==> config.mk <==
export PLATFORM = sky130hd
export DESIGN_NAME = channel_occupancy_tracker
export DESIGN_NICKNAME = d
export VERILOG_FILES = /design/src/design/cot_pkg.sv /design/src/design/channel_occupancy_tracker.sv /design/src/design/cot_ram.sv /design/src/design/cot_front.sv /design/src/design/cot_fifo.sv /design/src/design/cot_back.sv
export VERILOG_INCLUDE_DIRS = /design/src /design/src/design
export SDC_FILE = /design/constraint.sdc
export NUM_CORES = 2
export LEC_CHECK = 0
export BUFFER_PORTS_ARGS = -buffer_cell sky130_fd_sc_hd__buf_2
export CAP_MARGIN = 25
export CORE_MARGIN = 2
export CORE_UTILIZATION = 25
export CTS_CLUSTER_DIAMETER = 60
export DETAILED_ROUTE_END_ITERATION = 12
export GPL_ROUTABILITY_DRIVEN = 0
export PLACE_DENSITY = 0.47
export SETUP_SLACK_MARGIN = 0.1
export SLEW_MARGIN = 15
export SYNTH_ARGS = -nofsm -noshare
export SYNTH_HDL_FRONTEND = slang
export SYNTH_HIERARCHICAL = 1
export SYNTH_SLANG_ARGS = --single-unit
==> constraint.sdc <==
create_clock -name clk -period 11 [get_ports clk]
set_input_delay 0.55 -clock clk [delete_from_list [all_inputs] [get_ports clk]]
set_output_delay 0.55 -clock clk [all_outputs]
set_load 0.01 [all_outputs]
==> src/design/channel_occupancy_tracker_macros.svh <==
// ---------------------------------------------------------------------------
// Assertion macros for the channel occupancy tracker
// Shared concurrent-assertion forms, clocked on the rising edge and
// disabled while reset is high.
// ---------------------------------------------------------------------------
`ifndef CHANNEL_OCCUPANCY_TRACKER_MACROS_SVH
`define CHANNEL_OCCUPANCY_TRACKER_MACROS_SVH

// Check a property at every edge.
`define COT_ASSERT(lbl, clk, rst, prop, msg) \
  lbl: assert property (@(posedge clk) disable iff (rst) (prop)) else $error(msg);

// Check that a condition implies another in the same cycle.
`define COT_ASSERT_IMPL(lbl, clk, rst, ante, cons, msg) \
  lbl: assert property (@(posedge clk) disable iff (rst) (ante) |-> (cons)) \
    else $error(msg);

// Check that a condition implies another in the next cycle.
`define COT_ASSERT_NEXT(lbl, clk, rst, ante, cons, msg) \
  lbl: assert property (@(posedge clk) disable iff (rst) (ante) |=> (cons)) \
    else $error(msg);

`endif

==> src/design/cot_pkg.sv <==
// ---------------------------------------------------------------------------
// Channel occupancy tracker package
// Operation codes and the queue entry passed from the front to the back.
// ---------------------------------------------------------------------------
`timescale 1ns / 1ps

package cot_pkg;

  localparam int MAX_ADDR_W  = 8;
  localparam int QUEUE_DEPTH = 4;

  localparam logic KIND_MEASURE = 1'b0;
  localparam logic KIND_READ    = 1'b1;

  localparam logic [1:0] OP_READ = 2'd0;
  localparam logic [1:0] OP_MEAS = 2'd1;
  localparam logic [1:0] OP_FAIL = 2'd2;

  typedef struct packed {
    logic [1:0]            op;
    logic [MAX_ADDR_W-1:0] addr;
    logic [6:0]            chan;
    logic                  hit;
    logic                  in_range;
    logic                  done;
    logic [31:0]           sweep_total;
    logic [31:0]           hit_total;
  } cot_entry_t;

endpackage

==> src/design/channel_occupancy_tracker.sv <==
// ---------------------------------------------------------------------------
// Channel occupancy tracker
// Per-channel exponential-average occupancy table driven by detector words.
// ---------------------------------------------------------------------------
// Path: an accepted word goes into the queue, then into the table read and
//   update stage, then into the output register behind out_valid.
// Throughput: one word per cycle while out_stall is low, set by the single
//   read and write port of the table; a write to the channel just read is
//   forwarded. Reset: pointer, totals, queue and pipe clear; per-entry valid
//   bits make the whole table read as zero, so no clearing pass is needed.
`timescale 1ns / 1ps

module channel_occupancy_tracker import cot_pkg::*; #(
  parameter int CHANNEL_COUNT = 128
) (
  input  logic        clk,
  input  logic        rst,
  input  logic        in_valid,
  output logic        in_stall,
  input  logic        kind,
  input  logic [7:0]  detector_byte,
  input  logic        transport_ok,
  input  logic [6:0]  read_index,
  output logic        out_valid,
  input  logic        out_stall,
  output logic [6:0]  channel_index,
  output logic [7:0]  occupancy,
  output logic        failed,
  output logic        sweep_done,
  output logic [31:0] sweep_total,
  output logic [31:0] hit_total
);

  // Front to queue: one classified entry per accepted word.
  logic       push;
  cot_entry_t push_entry;
  logic       q_full;

  // Queue to back.
  cot_entry_t head;
  logic       q_empty;
  logic       pop;

  // Classify the word, advance the scan pointer and the totals.
  cot_front #(
    .CHANNEL_COUNT(CHANNEL_COUNT)
  ) u_front (
    .clk          (clk),
    .rst          (rst),
    .in_valid     (in_valid),
    .in_stall     (in_stall),
    .kind         (kind),
    .detector_byte(detector_byte),
    .transport_ok (transport_ok),
    .read_index   (read_index),
    .q_full       (q_full),
    .push         (push),
    .entry        (push_entry)
  );

  // Decouple the front from table access and output backpressure.
  cot_fifo u_queue (
    .clk       (clk),
    .rst       (rst),
    .push      (push),
    .push_entry(push_entry),
    .pop       (pop),
    .head      (head),
    .empty     (q_empty),
    .full      (q_full)
  );

  // Read, update and write the table; hold the result for the consumer.
  cot_back #(
    .CHANNEL_COUNT(CHANNEL_COUNT)
  ) u_back (
    .clk          (clk),
    .rst          (rst),
    .head         (head),
    .empty        (q_empty),
    .pop          (pop),
    .out_valid    (out_valid),
    .out_stall    (out_stall),
    .channel_index(channel_index),
    .occupancy    (occupancy),
    .failed       (failed),
    .sweep_done   (sweep_done),
    .sweep_total  (sweep_total),
    .hit_total    (hit_total)
  );

endmodule

==> src/design/cot_ram.sv <==
// ---------------------------------------------------------------------------
// Generic RAM
// One write port and one read port with registered read data.
// ---------------------------------------------------------------------------
`timescale 1ns / 1ps

module cot_ram #(
  parameter int WIDTH = 8,
  parameter int DEPTH = 128
) (
  input  logic                     clk,
  input  logic                     we,
  input  logic [$clog2(DEPTH)-1:0] waddr,
  input  logic [WIDTH-1:0]         wdata,
  input  logic                     re,
  input  logic [$clog2(DEPTH)-1:0] raddr,
  output logic [WIDTH-1:0]         rdata
);

  logic [WIDTH-1:0] mem [DEPTH];

  always_ff @(posedge clk) begin
    if (we) begin
      mem[waddr] <= wdata;
    end
    if (re) begin
      rdata <= mem[raddr];
    end
  end

endmodule

==> src/design/cot_front.sv <==
// ---------------------------------------------------------------------------
// Channel occupancy tracker front
// Accepts words, classifies them, keeps pointer and totals, fills the queue.
// ---------------------------------------------------------------------------
`timescale 1ns / 1ps

module cot_front import cot_pkg::*; #(
  parameter int CHANNEL_COUNT = 128
) (
  input  logic       clk,
  input  logic       rst,
  input  logic       in_valid,
  output logic       in_stall,
  input  logic       kind,
  input  logic [7:0] detector_byte,
  input  logic       transport_ok,
  input  logic [6:0] read_index,
  input  logic       q_full,
  output logic       push,
  output cot_entry_t entry
);

  localparam int AW = $clog2(CHANNEL_COUNT);

  logic [AW-1:0] pointer;
  logic [AW-1:0] pointer_next;
  logic [31:0]   sweep_count;
  logic [31:0]   sweep_count_next;
  logic [31:0]   hit_count;
  logic [31:0]   hit_count_next;

  logic       meas_ok;
  logic       hit;
  logic       last;
  logic [8:0] ptr_ext;
  logic [8:0] ridx_ext;

  assign in_stall = q_full;
  assign push     = in_valid && !q_full;

  assign ptr_ext  = 9'(pointer);
  assign ridx_ext = 9'(read_index);
  assign meas_ok  = transport_ok && (detector_byte <= 8'd1);
  assign hit      = meas_ok && (detector_byte != 8'd0);
  assign last     = (pointer == AW'(CHANNEL_COUNT - 1));

  always_comb begin
    pointer_next     = pointer;
    sweep_count_next = sweep_count;
    hit_count_next   = hit_count;
    entry            = '0;
    if (kind == KIND_READ) begin
      entry.op       = OP_READ;
      entry.addr     = ridx_ext[MAX_ADDR_W-1:0];
      entry.chan     = read_index;
      entry.in_range = (ridx_ext < 9'(CHANNEL_COUNT));
    end else begin
      entry.op       = meas_ok ? OP_MEAS : OP_FAIL;
      entry.addr     = ptr_ext[MAX_ADDR_W-1:0];
      entry.chan     = ptr_ext[6:0];
      entry.in_range = 1'b1;
      entry.hit      = hit;
      entry.done     = meas_ok && last;
      if (meas_ok) begin
        pointer_next = last ? '0 : pointer + AW'(1);
        if (last) begin
          sweep_count_next = sweep_count + 32'd1;
        end
        if (hit) begin
          hit_count_next = hit_count + 32'd1;
        end
      end
    end
    entry.sweep_total = sweep_count_next;
    entry.hit_total   = hit_count_next;
  end

  always_ff @(posedge clk) begin
    if (rst) begin
      pointer     <= '0;
      sweep_count <= '0;
      hit_count   <= '0;
    end else if (push) begin
      pointer     <= pointer_next;
      sweep_count <= sweep_count_next;
      hit_count   <= hit_count_next;
    end
  end

endmodule

==> src/design/cot_fifo.sv <==
// ---------------------------------------------------------------------------
// Channel occupancy tracker queue
// Short queue of classified entries between the front and the back.
// ---------------------------------------------------------------------------
`timescale 1ns / 1ps
`include "channel_occupancy_tracker_macros.svh"

module cot_fifo import cot_pkg::*; (
  input  logic       clk,
  input  logic       rst,
  input  logic       push,
  input  cot_entry_t push_entry,
  input  logic       pop,
  output cot_entry_t head,
  output logic       empty,
  output logic       full
);

  localparam int DEPTH = QUEUE_DEPTH;
  localparam int PW    = $clog2(DEPTH);
  localparam int CW    = $clog2(DEPTH + 1);

  cot_entry_t    slots [DEPTH];
  logic [PW-1:0] wr_ptr;
  logic [PW-1:0] rd_ptr;
  logic [CW-1:0] count;

  assign empty = (count == '0);
  assign full  = (count == CW'(DEPTH));
  assign head  = slots[rd_ptr];

  always_ff @(posedge clk) begin
    if (push) begin
      slots[wr_ptr] <= push_entry;
    end
  end

  always_ff @(posedge clk) begin
    if (rst) begin
      wr_ptr <= '0;
      rd_ptr <= '0;
      count  <= '0;
    end else begin
      if (push) begin
        wr_ptr <= wr_ptr + PW'(1);
      end
      if (pop) begin
        rd_ptr <= rd_ptr + PW'(1);
      end
      if (push && !pop) begin
        count <= count + CW'(1);
      end else if (pop && !push) begin
        count <= count - CW'(1);
      end
    end
  end

  `COT_ASSERT(a_count_bound, clk, rst, count <= CW'(DEPTH), "queue count above depth")
  `COT_ASSERT_IMPL(a_no_overflow, clk, rst, push, !full, "push into full queue")
  `COT_ASSERT_IMPL(a_no_underflow, clk, rst, pop, !empty, "pop from empty queue")

endmodule

==> src/design/cot_back.sv <==
// ---------------------------------------------------------------------------
// Channel occupancy tracker back
// Reads the table, applies the average update, writes back, holds the result.
// ---------------------------------------------------------------------------
`timescale 1ns / 1ps
`include "channel_occupancy_tracker_macros.svh"

module cot_back import cot_pkg::*; #(
  parameter int CHANNEL_COUNT = 128
) (
  input  logic        clk,
  input  logic        rst,
  input  cot_entry_t  head,
  input  logic        empty,
  output logic        pop,
  output logic        out_valid,
  input  logic        out_stall,
  output logic [6:0]  channel_index,
  output logic [7:0]  occupancy,
  output logic        failed,
  output logic        sweep_done,
  output logic [31:0] sweep_total,
  output logic [31:0] hit_total
);

  localparam int AW = $clog2(CHANNEL_COUNT);

  logic               advance;
  logic               we;
  logic [AW-1:0]      raddr;
  logic [AW-1:0]      waddr;
  logic [7:0]         rdata;
  logic [7:0]         old_occ;
  logic [7:0]         new_occ;
  logic [7:0]         res_occ;
  logic [8:0]         up_step;
  logic [10:0]        times7;

  logic [CHANNEL_COUNT-1:0] vld;

  logic       r_valid;
  cot_entry_t r_entry;
  logic       r_fwd;
  logic [7:0] r_fwd_data;
  logic       r_vld;

  // Move the pipe whenever the output register is free or being taken.
  assign advance = !out_valid || !out_stall;
  assign pop     = advance && !empty;
  assign raddr   = head.addr[AW-1:0];
  assign waddr   = r_entry.addr[AW-1:0];
  assign we      = advance && r_valid && (r_entry.op == OP_MEAS);

  assign old_occ = r_fwd ? r_fwd_data : (r_vld ? rdata : 8'd0);
  assign up_step = ({1'b0, ~old_occ} + 9'd7) >> 3;
  assign times7  = {old_occ, 3'b000} - {3'b000, old_occ};
  assign new_occ = r_entry.hit ? (old_occ + up_step[7:0]) : times7[10:3];

  always_comb begin
    case (r_entry.op)
      OP_MEAS: res_occ = new_occ;
      OP_READ: res_occ = r_entry.in_range ? old_occ : 8'd0;
      OP_FAIL: res_occ = old_occ;
      default: res_occ = old_occ;
    endcase
  end

  cot_ram #(
    .WIDTH(8),
    .DEPTH(CHANNEL_COUNT)
  ) u_table (
    .clk  (clk),
    .we   (we),
    .waddr(waddr),
    .wdata(new_occ),
    .re   (pop),
    .raddr(raddr),
    .rdata(rdata)
  );

  always_ff @(posedge clk) begin
    if (rst) begin
      vld       <= '0;
      r_valid   <= 1'b0;
      out_valid <= 1'b0;
    end else begin
      if (we) begin
        vld[waddr] <= 1'b1;
      end
      if (advance) begin
        r_valid   <= pop;
        out_valid <= r_valid;
      end
    end
  end

  // Payload: capture the entry with its read, forward a same-edge write.
  always_ff @(posedge clk) begin
    if (pop) begin
      r_entry    <= head;
      r_fwd      <= we && (waddr == raddr);
      r_fwd_data <= new_occ;
      r_vld      <= vld[raddr];
    end
    if (advance && r_valid) begin
      channel_index <= r_entry.chan;
      occupancy     <= res_occ;
      failed        <= (r_entry.op == OP_FAIL);
      sweep_done    <= r_entry.done;
      sweep_total   <= r_entry.sweep_total;
      hit_total     <= r_entry.hit_total;
    end
  end

  `COT_ASSERT_IMPL(a_no_write_stalled, clk, rst, out_valid && out_stall, !we,
                   "table written while result stalled")
  `COT_ASSERT_NEXT(a_pop_fills_stage, clk, rst, pop, r_valid,
                   "read stage empty after pop")
  `COT_ASSERT_NEXT(a_stage_drains, clk, rst, advance && r_valid, out_valid,
                   "result lost on advance")

endmodule

==> impl_metrics.yaml <==
die:
  die_y_um: 527
  io_pins: 104
  core_area_um2: 273000
  die_area_um2: 278000
  initial_core_util: 0.251
  die_w_um: 527
  rows: 192
worst_setup_path:
  reg2reg_depth: 7
  timing.rr.end: "u_back/u_table/rdata[2]$_DFFE_PP_"
  cp-start-kind: "flop"
  reg2reg_slack_ns: 5.44
  cp.required_ns: 11.57
  worst_ep_arrival_time_ns: 6.13
  crit_fanout: 66
  criticalPathCategory: "reg -> reg"
  end_kind: "flop"
finish:
  final_nets: 3913
  finalNonFillerCells: 7625
  drive_gt1_frac: 0.258
  syn2layout_area_growth_pct: 17.4
  layout_commonest_cell: "edfxtp_1"
  final_cell_mix: "edfxtp_1, mux4_2, nor2_1"
global_route:
  grtUsageTotal: 0.122
  antenna_found_initial: 11
  grt-ovfl-total: 0
  grt_pass1_vias: 35245
  grt_pass1_wl_mm: 251
  grt_max_degree: 144
sta:
  final.setup.tns_ns: 0
  fin_ws_ns: 5.44
  relSlewSlack: 0.268
  clock_skew_ns: 0.0403
  max_freq_mhz: 180
  period_needed_ns: 5.56
  report.final.hold_viol_count: 0
  rsz0062_at_grt: "no"
  final-max-slew-violation-count: 0
  period_share: 0.505
  worstMarginPinSlew_ns: 1.10
  setup_viol: 0
  hold-worst-slack_ns: 0.145
placed_design:
  dp.cells: 7260
  dp_hpwl_mm: 102
  post-place-ws_ns: 5.38
  port_buffers: 103
detailed_routing:
  firstDrtPassIters: 5
  drt_wl_total_mm: 172
  routedWlPerCell_um: 22.6
  vias: 34591
  drc: 0
  viasPerCell: 4.54
  ant_nets: 0
  drtIter0Drc: 2833
status:
  status: "finished, final reports clean"
hold_path:
  hold_depth: 2
  hold_end: "u_queue/count[1]$_SDFFE_PP0P_"
  hp-start: "rst"
  min_path_type: "in -> reg"
clock_network:
  h-tree-depth: 4
  clockBufferDepth: 3
  clk-insertion-delay-late_ns: 0.84
  cts_tree: "done"
  root_buffer: "clkbuf_16"
  path_clk_slew_ns: 0.06
  cts_buffers: 186
  clock-sinks: 1748
  post_cts_buffers: 0
yosys:
  synthesis.area_um2: 68400
  synth_cells: 3630
  synth_area_per_cell_um2: 18.8
  ys_warn_count: 6
  syn_nets: 3672
power:
  total_power_uw: 25800
  p_per_area_nw_per_um2: 321
  power.leakage_uw: 0.0251
  ir_drop_uv: 600
job:
  drv_cap: 0
-- sequential cells by signal, indices dropped and copies added (netlist names), 2 cells and up, named ones only --
name	cells
u_front/sweep_count	32
u_back/u_table/rdata	8
u_back/vld	128
u_back/sweep_total	32
u_back/hit_total	32
u_back/occupancy	8
u_back/channel_index	7
u_back/r_entry	83
u_queue/rd_ptr	2
u_queue/slots	332
u_queue/wr_ptr	2
u_front/pointer	7
u_back/u_table/mem	1024
u_queue/count	3
u_back/r_fwd_data	8
u_front/hit_count	32
-- what timing repair did --
item / in CTS / in global routing
hold buffers: 1 / 0
resized for setup: 0 / 0
endpoints found under the hold margin: 1 / 0
-- metrics by stage --
step           cell area [um2]  utilization
4_1_cts                  80100        0.294
5_1_grt                  80300        0.294
3_3_place_gp             73500        0.269
3_5_place_dp             73800        0.270
6_report                 80300        0.294
2_1_floorplan            68400            -
-- worst max-delay path by stage --
stage | start | to | slack [ns] | cells past startpoint
4_1_cts | flop | u_back/u_table/rdata[0]$_DFFE_PP_ | 5.36 | 7
2_1_floorplan | u_back/r_vld$_DFFE_PP_ | u_back/r_fwd_data[3]$_DFFE_PP_ | 2.38 | 9
5_1_grt | u_back/r_fwd$_DFFE_PP_ | u_back/u_table/mem[35][5]$_DFFE_PP_ | 5.14 | 14
6_report | flop | u_back/u_table/rdata[2]$_DFFE_PP_ | 5.44 | 7
3_5_place_dp | flop | u_back/u_table/rdata[0]$_DFFE_PP_ | 5.38 | 7
3_3_place_gp | flop | u_back/u_table/rdata[2]$_DFFE_PP_ | 5.39 | 7
-- worst max-delay path: stages (launching register included) --
cell,delay (ns)
dfxtp_4,0.81
mux4_4,0.63
buf_4,0.81
buf_4,0.95
mux4_2,0.45
mux4_2,0.55
mux4_2,0.56
mux2_2,0.30
-- per-layer routing --
layer	global-route usage	part of all wire	routed length [um]	vias to the layer above
met3	0.0231	0.050	8580	232
li1	-	-	-	15035
met5	0	0.00020	34	-
met1	0.167	0.45	76900	18437
met2	0.201	0.49	83800	881
met4	0.0257	0.016	2810	6
-- layout make-up --
class / instances / area [um2]
Sequential cell: 1748 / 50400
Clock buffer: 236 / 5010
Inverter: 24 / 90.1
Antenna cell: 3 / 7.51
Clock inverter: 114 / 1320
Timing Repair Buffer: 257 / 1900
Tap cell: 3589 / 4490
Fill cell: 26798 / 193000
Multi-Input combinational cell: 1654 / 17100
-- power by group --
group | leakage, uW | switching [uW] | internal (uW) | total [uW]
combinational | 0.00633 | 5650 | 2500 | 8160
clock | 0.00308 | 2690 | 3730 | 6420
sequential | 0.0157 | 351 | 10800 | 11200
Note: power is estimated with default switching activity, not from simulation.
